--- src/rtl/aveb_pkg.sv ---
package aveb_pkg;

    localparam logic [1:0] CMD_SINT = 2'd0;
    localparam logic [1:0] CMD_UINT = 2'd1;
    localparam logic [1:0] CMD_STR_INDEX = 2'd2;
    localparam logic [1:0] CMD_RAW_HEAP = 2'd3;

    localparam logic [2:0] ENC_INT8 = 3'd0;
    localparam logic [2:0] ENC_INT16 = 3'd1;
    localparam logic [2:0] ENC_INT32 = 3'd2;
    localparam logic [2:0] ENC_INT64 = 3'd3;
    localparam logic [2:0] ENC_LEB_INDEX = 3'd4;
    localparam logic [2:0] ENC_RAW_HEAP = 3'd5;

    typedef struct packed {
        logic [1:0]  cmd;
        logic [63:0] value;
        logic [63:0] heap_offset;
    } in_item_t;

    typedef struct packed {
        logic [7:0] data_byte;
        logic [2:0] encoding;
        logic       last;
    } out_item_t;

endpackage

--- src/rtl/aveb_width.sv ---
module aveb_width (
    input  logic [1:0]  cmd,
    input  logic [63:0] value,
    output logic [2:0]  int_enc
);

    logic        sign_fold;
    logic [63:0] folded;
    logic [63:0] mag;

    // A signed value is folded so that negative numbers count by their
    // one's complement, then doubled so the sign bit needs room too.
    assign sign_fold = (cmd == aveb_pkg::CMD_SINT) && value[63];
    assign folded = value ^ {64{sign_fold}};
    assign mag = (cmd == aveb_pkg::CMD_SINT) ? {folded[62:0], 1'b0} : value;

    always_comb
    begin
        if (mag[63:8] == 56'd0)
        begin
            int_enc = aveb_pkg::ENC_INT8;
        end
        else if (mag[63:16] == 48'd0)
        begin
            int_enc = aveb_pkg::ENC_INT16;
        end
        else if (mag[63:32] == 32'd0)
        begin
            int_enc = aveb_pkg::ENC_INT32;
        end
        else
        begin
            int_enc = aveb_pkg::ENC_INT64;
        end
    end

endmodule

--- src/rtl/aveb_serializer.sv ---
module aveb_serializer (
    input  logic                 clk,
    input  logic                 rst_n,
    input  logic                 in_valid,
    input  aveb_pkg::in_item_t   in_item,
    input  logic [2:0]           int_enc,
    output logic                 in_stall,
    output logic                 out_valid,
    output aveb_pkg::out_item_t  out_item,
    input  logic                 out_stall
);

    typedef enum logic [1:0] {
        ST_IDLE,
        ST_INT,
        ST_LEB_SIZE,
        ST_LEB_LAST
    } state_t;

    state_t              state_reg, state_next;
    logic [63:0]         sh_reg, sh_next;
    logic [63:0]         off_reg, off_next;
    logic [2:0]          cnt_reg, cnt_next;
    logic [2:0]          enc_reg, enc_next;
    logic                out_valid_reg, out_valid_next;
    aveb_pkg::out_item_t out_reg, out_next;

    logic                accept;
    logic                emit;
    logic                leb_more;

    assign in_stall = (state_reg != ST_IDLE);
    assign accept = in_valid && (state_reg == ST_IDLE);
    assign emit = (state_reg != ST_IDLE) && (!out_valid_reg || !out_stall);
    assign leb_more = |sh_reg[63:7];

    assign out_valid = out_valid_reg;
    assign out_item = out_reg;

    always_comb
    begin
        state_next = state_reg;
        sh_next = sh_reg;
        off_next = off_reg;
        cnt_next = cnt_reg;
        enc_next = enc_reg;
        out_valid_next = out_valid_reg && out_stall;
        out_next = out_reg;

        if (accept)
        begin
            off_next = in_item.heap_offset;
            cnt_next = 3'd0;
            unique case (in_item.cmd) inside
                aveb_pkg::CMD_SINT, aveb_pkg::CMD_UINT:
                begin
                    state_next = ST_INT;
                    enc_next = int_enc;
                    // Left-align the chosen low bytes so they leave MSB first.
                    unique case (int_enc)
                        aveb_pkg::ENC_INT8:
                        begin
                            sh_next = {in_item.value[7:0], 56'd0};
                            cnt_next = 3'd0;
                        end
                        aveb_pkg::ENC_INT16:
                        begin
                            sh_next = {in_item.value[15:0], 48'd0};
                            cnt_next = 3'd1;
                        end
                        aveb_pkg::ENC_INT32:
                        begin
                            sh_next = {in_item.value[31:0], 32'd0};
                            cnt_next = 3'd3;
                        end
                        default:
                        begin
                            sh_next = in_item.value;
                            cnt_next = 3'd7;
                        end
                    endcase
                end
                aveb_pkg::CMD_STR_INDEX:
                begin
                    state_next = ST_LEB_LAST;
                    enc_next = aveb_pkg::ENC_LEB_INDEX;
                    sh_next = in_item.value;
                end
                default:
                begin
                    state_next = ST_LEB_SIZE;
                    enc_next = aveb_pkg::ENC_RAW_HEAP;
                    sh_next = in_item.value;
                end
            endcase
        end
        else if (emit)
        begin
            out_valid_next = 1'b1;
            out_next.encoding = enc_reg;
            unique case (state_reg)
                ST_INT:
                begin
                    out_next.data_byte = sh_reg[63:56];
                    out_next.last = (cnt_reg == 3'd0);
                    sh_next = {sh_reg[55:0], 8'd0};
                    cnt_next = cnt_reg - 3'd1;
                    if (cnt_reg == 3'd0)
                    begin
                        state_next = ST_IDLE;
                    end
                end
                ST_LEB_SIZE:
                begin
                    out_next.data_byte = {leb_more, sh_reg[6:0]};
                    out_next.last = 1'b0;
                    if (leb_more)
                    begin
                        sh_next = {7'd0, sh_reg[63:7]};
                    end
                    else
                    begin
                        // The size is done; the heap offset follows.
                        sh_next = off_reg;
                        state_next = ST_LEB_LAST;
                    end
                end
                default:
                begin
                    out_next.data_byte = {leb_more, sh_reg[6:0]};
                    out_next.last = !leb_more;
                    sh_next = {7'd0, sh_reg[63:7]};
                    if (!leb_more)
                    begin
                        state_next = ST_IDLE;
                    end
                end
            endcase
        end
    end

    always_ff @(posedge clk or negedge rst_n)
    begin
        if (!rst_n)
        begin
            state_reg <= ST_IDLE;
            out_valid_reg <= 1'b0;
        end
        else
        begin
            state_reg <= state_next;
            out_valid_reg <= out_valid_next;
        end
    end

    always_ff @(posedge clk)
    begin
        sh_reg <= sh_next;
        off_reg <= off_next;
        cnt_reg <= cnt_next;
        enc_reg <= enc_next;
        out_reg <= out_next;
    end

endmodule

--- src/rtl/attribute_value_byte_encoder.sv ---
// Attribute value byte encoder.
// The input channel (in_valid, in_stall, in_item) takes one typed value:
// a signed or unsigned integer, a string-table index or a raw heap block.
// The output channel (out_valid, out_stall, out_item) returns the encoded
// bytes in stream order, one item per byte, each with its encoding code and
// a last flag on the final byte of the input item.
// Integers leave as 1, 2, 4 or 8 big-endian bytes; indexes leave as LEB128;
// raw blocks leave as LEB128 size followed by LEB128 offset.
// The first byte is registered into the output register once the accepting
// edge has set up the shifter; after that the byte shifter yields one byte per
// cycle while the receiver does not stall. The input side stays stalled until
// the last byte of an item has left the shifter.
// While the receiver stalls, the output register holds its byte and the
// shifter waits. A new item can be accepted while the last byte of the
// previous one still waits in the output register.
// Reset clears the control state and empties the output register.
module attribute_value_byte_encoder (
    input  logic                 clk,
    input  logic                 rst_n,
    input  logic                 in_valid,
    output logic                 in_stall,
    input  aveb_pkg::in_item_t   in_item,
    output logic                 out_valid,
    input  logic                 out_stall,
    output aveb_pkg::out_item_t  out_item
);

    logic [2:0] int_enc;

    aveb_width u_width (
        .cmd     (in_item.cmd),
        .value   (in_item.value),
        .int_enc (int_enc)
    );

    aveb_serializer u_serializer (
        .clk       (clk),
        .rst_n     (rst_n),
        .in_valid  (in_valid),
        .in_item   (in_item),
        .int_enc   (int_enc),
        .in_stall  (in_stall),
        .out_valid (out_valid),
        .out_item  (out_item),
        .out_stall (out_stall)
    );

    a_busy_after_accept: assert property (@(posedge clk) disable iff (!rst_n)
        (in_valid && !in_stall) |=> in_stall)
        else $error("encoder not busy after accepting an item");

    a_last_closes_item: assert property (@(posedge clk) disable iff (!rst_n)
        $fell(in_stall) |-> (out_valid && out_item.last))
        else $error("item finished without a last byte");

    a_enc_range: assert property (@(posedge clk) disable iff (!rst_n)
        out_valid |-> (out_item.encoding <= aveb_pkg::ENC_RAW_HEAP))
        else $error("encoding code out of range");

endmodule
--- config.mk ---
export PLATFORM = sky130hd
export DESIGN_NAME = attribute_value_byte_encoder
export DESIGN_NICKNAME = d
export VERILOG_FILES = /design/src/rtl/aveb_pkg.sv /design/src/rtl/aveb_width.sv /design/src/rtl/aveb_serializer.sv /design/src/rtl/attribute_value_byte_encoder.sv
export SDC_FILE = /design/constraint.sdc
export NUM_CORES = 1
export LEC_CHECK = 0
export BUFFER_PORTS_ARGS = -buffer_cell sky130_fd_sc_hd__buf_2
export CAP_MARGIN = 20
export CELL_PAD_IN_SITES_DETAIL_PLACEMENT = 1
export CELL_PAD_IN_SITES_GLOBAL_PLACEMENT = 1
export CORE_MARGIN = 4
export CORE_UTILIZATION = 40
export DETAILED_ROUTE_END_ITERATION = 7
export MAX_ROUTING_LAYER = met4
export PLACE_DENSITY = 0.79
export SLEW_MARGIN = 20
export SYNTH_ARGS = -nofsm -noshare
export SYNTH_HDL_FRONTEND = slang
export SYNTH_SLANG_ARGS = --single-unit
--- constraint.sdc ---
create_clock -name clk -period 9.16 [get_ports clk]
set_input_delay 0.458 -clock clk [delete_from_list [all_inputs] [get_ports clk]]
set_output_delay 0.458 -clock clk [all_outputs]
set_load 0.005 [all_outputs]
# Yosys cells after proc, flatten, opt, wreduce, memory -nomap -nowiden
# Index checks and enable logic that the tools add are counted.
totals:
  regBits: 149
  input_bits: 134
  output_inout_bits: 14
  wordCells: 71
classes:
  add_sub_neg: 1
  n_eq_ne: 9
  mux: 27
  bitwise_logic: 2
  n_reduce_logical: 23
op_table:
  columns: ["op", "count"]
  rows:
  - ["two-way mux 64 bit", 5]
  - ["one-hot mux 64 bit (3 select lines)", 1]
  - ["one-hot mux 64 bit (2 select lines)", 1]
  - ["bitwise XOR 63 bit", 1]
  - ["OR reduction 57 bit", 1]
  - ["zero test 56 bit", 1]
  - ["zero test 48 bit", 1]
  - ["zero test 32 bit", 1]
  - ["two-way mux 3 bit", 6]
  - ["two-way mux 2 bit", 5]
  - ["one-hot mux 3 bit (3 select lines)", 1]
  - ["two-way mux 8 bit", 1]
  - ["one-hot mux 2 bit (2 select lines)", 2]
  - ["zero test 3 bit", 2]
  - ["inequality test 3 x 2 -> 1 bit, second input constant", 2]
  - ["one-hot mux 3 bit (2 select lines)", 1]
  - ["nonzero test 2 bit", 3]
  - ["== test 2 x 1 -> 1 bit, second input constant", 2]
  - ["== test 2 bit, second input constant", 2]
  - ["logical AND 1 bit", 4]
  - ["zero test 2 bit", 2]
  - ["AND reduction 2 bit", 2]
  - ["AND reduction 4 bit", 1]
  - ["== test 3 x 1 -> 1 bit, second input constant", 1]
  - ["9 further kinds", 13]

# Depth between registers and ports, before layout
# Gate-level depths: netlist of run 1.
logic_depth:
  ltp_word: 12
  ltp_mapped: 10
  mapped_depth_nobuf: 8

# Cells and area by module
# From an unflattened synthesis of run 1, not the netlist that was laid out.
hier_totals:
  hier_cells: 729
  hier_area_um2: 7807.5
modules_own_cells:
  columns: ["mod", "n_inst", "cells_per_inst", "area_each_um2", "seq_area_each_um2"]
  rows:
  - ["aveb_serializer", 1, 665, 7403.4, 4459.3]
  - ["aveb_width", 1, 64, 404.1, 0.0]

# Worst setup path after synthesis of run 1
# Ideal clock, no wire load.
synth_timing:
  path_type: "reg2reg"
  from: "reg u_serializer.state_reg[0]"
  to: "reg u_serializer.sh_reg[35] (data pin)"
  setup_ps: 367
  t_arrival_ps: 3490
  t_required_ps: 8793
  path_slack_ps: 5303
  path_stages_with_launch: 9
  n_path_buf: 3
  period_less_slack_ps: 3857
  path_cell_list: "dfrtp_1 -> inv_1 -> ha_1 -> nand2_1 -> inv_1 -> clkbuf_1 -> buf_2 -> clkbuf_1 -> a21oi_1"
synth_via:
  word_cells_on_any_way: 7
  cone_classes: "eq/ne (2); mux (3); reduce/logical (2)"
synth_lines:
  columns: ["item", "line", "source"]
  rows:
  - ["from (decl)", "aveb_serializer.sv:20", "state_t state_reg, state_next;"]
  - ["from (signal assigned)", "aveb_serializer.sv:151", "state_reg <= state_next;"]
  - ["zero test 2 bit", "aveb_serializer.sv:33", "assign accept = in_valid && (state_reg == ST_IDLE);"]
  - ["logical AND 1 bit", "aveb_serializer.sv:33", null]
  - ["named net u_serializer.accept", "aveb_serializer.sv:28", "logic accept;"]
  - ["two-way mux 64 bit", "aveb_serializer.sv:50", "if (accept)"]
  - ["named net u_serializer.sh_next[35]", "aveb_serializer.sv:21", "logic [63:0] sh_reg, sh_next;"]
  - ["to (signal assigned)", "aveb_serializer.sv:158", "sh_reg <= sh_next;"]
  - ["to (decl)", "aveb_serializer.sv:21", null]
# The timed path passes the listed nets, and every way through them passes these cells. The select of a mux whose other input is x is not followed.
# A chain may end at the register's enable or synchronous reset.

# Worst setup path in the final report of run 1
layout_timing:
  from: "reg u_serializer.state_reg[0]"
  to: "reg u_serializer.sh_reg[52] (data pin)"
layout_via:
  elab_chain_len: 4
  word_cells_on_any_way: 7
  cone_classes: "eq/ne (2); mux (3); reduce/logical (2)"
layout_lines:
  columns: ["item", "line", "source"]
  rows:
  - ["== test 2 bit or == test 2 x 1 -> 1 bit (tied branches)", "aveb_serializer.sv:101", "unique case (state_reg)"]
  - ["one-hot mux 64 bit (2 select lines)", "aveb_serializer.sv:101", null]
  - ["two-way mux 64 bit", "aveb_serializer.sv:97", "else if (emit)"]
  - ["two-way mux 64 bit *", "aveb_serializer.sv:50", null]
  - ["named net u_serializer.sh_next[52]", "aveb_serializer.sv:21", null]
# Mark *: on every way through the listed nets, which the timed path passes. The rest lies on a longest branch. The select of a mux whose other input is x is not followed.

==> flow_metrics.py, run 1 <==
metrics = {
    "detailed_routing": {
        "wl_um": 30900,
        "drc": 0,
        "drt_iter0_markers": 1168,
        "vias": 7346,
        "via_per_inst": 6.55,
        "ant_nets": 0,
        "drt-wirelength-per-cell_um": 27.6,
        "drt-pass1-iter-count": 5,
    },
    "cts": {
        "clk_pin_slew_ns": 0.07,
        "clockBufferDepth": 2,
        "cts_resized": 0,
        "cts_root_buf": "clkbuf_16",
        "cts.sinks": 149,
        "cts_tree": "yes",
        "ctsHoldBuffers": 1,
        "htreeDepth": 4,
        "post_cts_buffers": 0,
        "cts_buffers": 17,
        "clk_latency_ns": 0.43,
    },
    "power_and_ir_drop": {
        "combPwrFrac": 0.377,
        "powerDensity_nw_per_um2": 358,
        "pwr-share-clk": 0.206,
        "p_seq_frac": 0.416,
        "ir_worst_vdd_mv": 0.189,
        "internal-power_mw": 2.03,
        "power_switching_mw": 1.34,
        "netSwitchingFraction": 0.398,
        "p_leak_nw": 3.60,
    },
    "cells_and_area": {
        "antenna_cells": 0,
        "finalNonFillerCells": 1122,
        "layout.nets": 983,
        "drive_above_1_share": 0.244,
        "areaGrowthSynthToFinish_pct": 18.8,
    },
    "min_path": {
        "whs_path_depth": 1,
        "hold_path.class": "in2reg",
        "hold_start": "in_item[60]",
    },
    "critical_path": {
        "reg2reg_depth": 9,
        "crit_required_ns": 9.45,
        "cpLargestDelayFamily": "buffers and inverters",
        "slowest_delay_ns": 0.73,
        "crit_top_cell": "buf_4",
        "rr_startpoint": "u_serializer.state_reg[0]",
        "cp_data_arrival_time_ns": 3.62,
        "crit_cells": 9,
        "cp_max_fo": 64,
        "startpoint": "u_serializer.state_reg[0]",
        "worst_setup_path_start_kind": "register",
        "critical_path_buf_inv_count": 4,
        "critPathKind": "reg2reg",
        "path_cells": "inv_1 -> ha_2 -> nand2_1 -> buf_4 -> inv_4 -> buf_4 -> and3_1 -> a22o_1 -> a211o_1",
        "crit_slowest_cell": "buf_4",
        "endpoint_kind": "register",
    },
    "place": {
        "dp_hpwl_um": 21500,
        "io_buffers": 147,
        "dp_cells": 1089,
        "routabilityCongestion": 0.951,
    },
    "logic_synthesis": {
        "ys_ff_latch": 149,
        "yosysWarnings": 0,
        "async_flop_share": 0.0201,
        "syn_inst": 730,
        "avgSynthCellArea_um2": 10.9,
        "synth_top_family_by_area": "compound AO/OA/AOI/OAI gates",
        "ys_types": 55,
        "synth.area.mux_share": 0.0114,
        "synth_fa_ha_area_frac": 0.00790,
        "yosysSeqAreaShare": 0.563,
        "synth_xor_area_frac": 0.00111,
        "synth_flop_cell": "edfxtp_1",
        "synth_edf_count": 146,
        "syn_area_um2": 7920,
        "synth-simple-area-share": 0.128,
        "synth-compound-area-share": 0.251,
        "synth_fp_nets": 869,
    },
    "timing": {
        "tns_ns": 0,
        "fmax_ghz": 0.301,
        "period_share": 0.363,
        "drv_slew": 0,
        "hold_violations": 0,
        "fin_skew_ns": 0.0109,
        "setup_violations": 0,
        "worst_pin_slew_ns": 0.995,
        "max-slew-margin-rel": 0.335,
        "rsz0062_at_grt": "no",
        "min_period_ns": 3.33,
    },
    "grt": {
        "grt_use_total": 0.284,
        "grt_max_degree": 90,
        "grt_pass1_vias": 7062,
        "gr-total-overflow": 0,
        "grt_pass1_wl_um": 45000,
        "grt_antenna_before_repair": 0,
    },
    "floorplan": {
        "die_y_um": 149,
        "io_pins": 148,
        "initial_utilization": 0.407,
        "coreArea_um2": 19500,
        "die_area_um2": 22100,
        "die_x_um": 149,
        "rows": 51,
    },
    "run_status": {
        "status": "finished, final reports clean",
    },
    "job": {
        "drv_cap": 0,
    },
}
[cell families (layout without fill, tap and decap cells)]
logic type	count (synthesis)	in the layout
AOI/OAI and AO/OA	298	298
and+or+nand+nor	196	196
DFF	149	149
buffers and inverters	73	200
muxes	8	8
adders and majority gates	5	5
xor gates and xnor gates	1	1
[power groups by stage]
stage / Sequential, mW / Clock (mW) / Combinational, mW
after CTS: 1.39 / 0.698 / 1.25
after global routing: 1.41 / 0.729 / 1.38
after floorplan: 1.28 / 0 / 0.879
after detailed placement: 1.40 / 0 / 1.23
final: 1.40 / 0.695 / 1.27
after global placement: 1.39 / 0 / 1.20
[cell usage in the layout, fill, tap and decap left out, types with 3 or more instances in the layout]
master,n
buf_2,147
edfxtp_1,146
a21oi_1,77
nand2_1,71
o21ai_0,54
a21o_1,25
nor4_1,24
a2bb2oi_1,24
a221oi_1,19
o22ai_1,18
nor2b_1,18
a22o_1,18
nor2_1,17
a31oi_1,17
clkbuf_16,17
nand4_1,14
nor3_1,12
a32oi_1,10
buf_4,10
and3_1,9
inv_1,8
mux2_2,8
nand3_1,7
a22oi_1,7
and2_1,7
a211o_1,6
clkinvlp_4,6
o211a_1,5
o22a_1,3
ha_1,3
clkbuf_1,3
dfrtp_1,3
[synthesized netlist by cell type, types with 17 or more instances]
library cell  number  share of area
a21o_1            25          0.024
a21oi_1           77          0.049
a221oi_1          19          0.021
a22o_1            18          0.020
a2bb2oi_1         24          0.027
a31oi_1           17          0.013
clkbuf_1          49          0.023
edfxtp_1         146           0.55
nand2_1           71          0.034
nor2_1            18         0.0085
nor2b_1           18          0.014
nor4_1            25          0.020
o21ai_0           54          0.034
o22ai_1           18          0.014
[per-layer routing]
layer,part of all wire,track usage,vias to the layer above,routed length (um)
li1,-,-,3120,-
met1,0.41,0.387,3666,12600
met2,0.46,0.434,492,14300
met3,0.10,0.0536,68,3180
met4,0.029,0.0855,0,894
met5,0,-,-,0
[worst paths after layout]
path,end,slack [ns]
setup / recovery,u_serializer.sh_reg[52],5.83
setup reg to reg,u_serializer.sh_reg[52],5.83
max in group asynchronous,u_serializer.state_reg[1],8.69
min in group asynchronous,u_serializer.out_valid,0.35
hold / removal,u_serializer.off_reg[60],0.20
hold reg to reg,u_serializer.out_item[2],0.42
[through the flow]
step	util	total power, mW	area (um^2)	hold slack, ns	setup WS [ns]
CTS	0.484	3.34	9410	0.186	5.55
floorplan	-	2.16	7920	0.162	5.30
global route	0.484	3.52	9410	0.182	5.65
detailed placement	0.454	2.63	8830	0.259	5.59
global placement	0.454	2.59	8830	0.258	5.63
finish	0.484	3.37	9410	0.200	5.83
[layout make-up]
class	instances	area (um^2)
inverter	10	40.0
sequential	149	4460
tap	265	332
clock inverter	12	131
clock buffer	20	437
multi-input combinational	508	3190
timing repair buffer	158	821
fill	2138	10100
No activity file was read; power rests on OpenSTA's default activity.
==> inputs of run 2 (changes only) <==
--- a/config.mk
+++ b/config.mk
@@ -5,15 +5,16 @@
 export SDC_FILE = /design/constraint.sdc
 export NUM_CORES = 1
 export LEC_CHECK = 0
+export ABC_AREA = 1
 export BUFFER_PORTS_ARGS = -buffer_cell sky130_fd_sc_hd__buf_2
 export CAP_MARGIN = 20
 export CELL_PAD_IN_SITES_DETAIL_PLACEMENT = 1
 export CELL_PAD_IN_SITES_GLOBAL_PLACEMENT = 1
 export CORE_MARGIN = 4
-export CORE_UTILIZATION = 40
+export CORE_UTILIZATION = 38
 export DETAILED_ROUTE_END_ITERATION = 7
 export MAX_ROUTING_LAYER = met4
-export PLACE_DENSITY = 0.79
+export PLACE_DENSITY = 0.82
 export SLEW_MARGIN = 20
 export SYNTH_ARGS = -nofsm -noshare
 export SYNTH_HDL_FRONTEND = slang
==> constraint.sdc (replaced) <==
create_clock -name clk -period 2.9 [get_ports clk]
set_input_delay 0.145 -clock clk [delete_from_list [all_inputs] [get_ports clk]]
set_output_delay 0.145 -clock clk [all_outputs]
set_load 0.005 [all_outputs]
==> run 2 against run 1 <==
Net effect: hold slack got worse by 0.16 ns; power increased by 58%; setup slack got worse by 5.6 ns; sequential power increased by 78%; highest routed layer unchanged; synthesized cell count increased by 48%; critical path depth increased by 2.
==> flow_metrics.py, run 2 <==
metrics = {
    "logic_synthesis": {
        "synth_fp_nets": 1217,
        "netlist.area_leader.share": 0.498,
        "syn_area_um2": 8800,
        "synth_flop_cell": "edfxtp_1",
        "synth_edf_count": 146,
        "avgSynthCellArea_um2": 8.16,
        "yosysSeqAreaShare": 0.507,
        "yosys.area.top_type": "edfxtp_1",
        "synthTopCellsByCount": "nand2_1, edfxtp_1, o21ai_0",
        "yosysWarnings": 0,
        "yosysMostFrequentCell": "nand2_1",
        "syn_inst": 1078,
        "ys_top_cells_by_area": "edfxtp_1, nand2_1, o21ai_0, nand3_1, a21oi_1",
        "ys_types": 32,
        "ys_ff_latch": 149,
        "async_flop_share": 0.0201,
    },
    "timing": {
        "min_period_ns": 2.70,
        "tns_ns": 0,
        "fmax_ghz": 0.370,
        "whs_ns": 0.0372,
        "period_share": 0.932,
        "worst_pin_slew_ns": 0.852,
        "max-slew-margin-rel": 0.432,
        "fin_skew_ns": 0.0142,
        "setup_violations": 0,
        "setup_ws_ns": 0.197,
        "drv_slew": 0,
        "rsz0062_at_grt": "no",
        "hold_violations": 0,
    },
    "job": {
        "drv_cap": 0,
    },
    "grt": {
        "grt_use_total": 0.307,
        "grt_max_degree": 66,
        "gr-total-overflow": 0,
        "grt_antenna_before_repair": 0,
        "grt_pass1_wl_um": 58000,
        "grt_pass1_vias": 9636,
    },
    "detailed_routing": {
        "drt-pass1-iter-count": 7,
        "vias": 9289,
        "drt-wirelength-per-cell_um": 24.5,
        "ant_nets": 0,
        "drc": 0,
        "wl_um": 38700,
        "drt_iter0_markers": 1200,
        "via_per_inst": 5.90,
    },
    "cts": {
        "htreeDepth": 4,
        "cts.sinks": 149,
        "clockBufferDepth": 2,
        "cts_root_buf": "clkbuf_16",
        "post_cts_buffers": 0,
        "clk_latency_ns": 0.45,
        "cts_tree": "yes",
        "clk_pin_slew_ns": 0.08,
        "cts_buffers": 17,
    },
    "critical_path": {
        "slowest_delay_ns": 0.48,
        "cpLargestDelayFamily": "simple AND/OR/NAND/NOR gates",
        "endpoint": "u_serializer.sh_reg[27]",
        "startpoint": "u_serializer.sh_reg[44]",
        "regToRegEndpoint": "u_serializer.sh_reg[27]",
        "cp_max_fo": 27,
        "critical_path_buf_inv_count": 2,
        "crit_top_cell": "nand2_1",
        "crit_cells": 11,
        "rrSetupSlack_ns": 0.20,
        "crit_required_ns": 3.09,
        "path_cells": "inv_1 -> nand4_1 -> nor2_1 -> nand2_1 -> nor2_1 -> nand2_1 -> buf_4 -> o21ai_0 -> o21ai_0 -> o211ai_1 -> nand2_1",
        "worst_setup_path_start_kind": "register",
        "critPathKind": "reg2reg",
        "crit_slowest_cell": "edfxtp_1",
        "endpoint_kind": "register",
        "reg2reg_depth": 11,
        "rr_startpoint": "u_serializer.sh_reg[44]",
        "cp_data_arrival_time_ns": 2.89,
    },
    "place": {
        "dp_hpwl_um": 27400,
        "dp_slack_ns": 0.311,
        "place_area_um2": 9850,
        "io_buffers": 147,
        "routabilityCongestion": 0.999,
    },
    "cells_and_area": {
        "layout.nets": 1415,
        "final_cell_mix": "nand2_1, buf_2, edfxtp_1",
        "areaGrowthSynthToFinish_pct": 26.3,
        "drive_above_1_share": 0.181,
        "multi_input_area_um2": 3670,
        "seq_area_um2": 4460,
        "final_common_cell": "nand2_1",
        "final_area_um2": 11100,
        "post-route-util": 0.489,
        "n_fill_cell": 2791,
    },
    "power_and_ir_drop": {
        "powerDensity_nw_per_um2": 480,
        "p_leak_nw": 4.59,
        "ir_worst_vdd_mv": 0.371,
    },
    "floorplan": {
        "rows": 55,
        "die_x_um": 160,
        "coreArea_um2": 22700,
        "die_y_um": 160,
        "initial_utilization": 0.387,
        "io_pins": 148,
        "die_area_um2": 25700,
    },
    "min_path": {
        "hold_path.class": "in2async",
    },
    "run_status": {
        "status": "finished, final reports clean",
    },
}
[run 2: changes by cell type after synthesis, moves of 17 or more]
cell and change:
nor2_1 +89, nand2_1 +172, inv_1 +83, a2bb2oi_1 -24, a22o_1 -18, a31oi_1 -17
o211ai_1 +22, a21o_1 -25, nor2b_1 -18, o21ai_0 +73, nand3_1 +88, nor4_1 -25
a221oi_1 -19
[run 2: metal layers]
| layer | wire length, um | GRT usage | up-vias |
|---|---|---|---|
| met4 | 1760 | 0.118 | 0 |
| met5 | 0 | - | - |
| met3 | 3660 | 0.0720 | 123 |
| met2 | 18200 | 0.490 | 572 |
| li1 | - | - | 4116 |
| met1 | 15100 | 0.379 | 4478 |
[run 2: repair_timing]
action | 4_1_cts | 5_1_grt
hold buffers | 66 | 0
hold endpoints to repair | 68 | 0
gates resized for setup | 0 | 0
[run 2: worst min-delay path by stage]
stage	startpoint	endpoint	slack (ns)	depth (start not counted)
after floorplan	rst_n	u_serializer.out_valid	-0.15	0
after global placement	rst_n	u_serializer.out_valid	-0.06	1
after detailed placement	rst_n	u_serializer.out_valid	-0.06	1
after CTS	rst_n	u_serializer.out_valid	0.02	2
after global routing	rst_n	u_serializer.state_reg[0]	0.06	2
final	rst_n	u_serializer.out_valid	0.04	2
[run 2: power by group]
group / switching, mW / internal [mW]
logic: 0.303 / 0.215
clock network: 1.08 / 1.24
registers: 0.0580 / 2.44
total: 1.44 / 3.89
[run 2: cell type report]
| class | instances | share of cell area |
|---|---|---|
| multi-input combinational | 767 | 0.330 |
| clock buffer | 17 | 0.0383 |
| inverter | 97 | 0.0330 |
| clock inverter | 15 | 0.0161 |
| antenna | 1 | 0.000225 |
| timing repair buffer | 244 | 0.149 |
| tap | 285 | 0.0321 |
| sequential | 149 | 0.401 |
[run 2: cell families after synthesis]
kind of cell / Yosys count / share of synthesized area
AOI/OAI and AO/OA: 272 / 0.166
xor gates and xnor gates: 2 / 0.00199
adders and majority gates: 5 / 0.00711
buffers and inverters: 162 / 0.0764
DFF: 149 / 0.507
and+or+nand+nor: 488 / 0.242
[run 2: per-stage QoR]
stage	total power, mW	std cells
floorplan	2.70	1078
global placement	2.95	1476
detailed placement	2.96	1476
CTS	5.31	1574
global route	5.49	1574
finish	5.33	1575
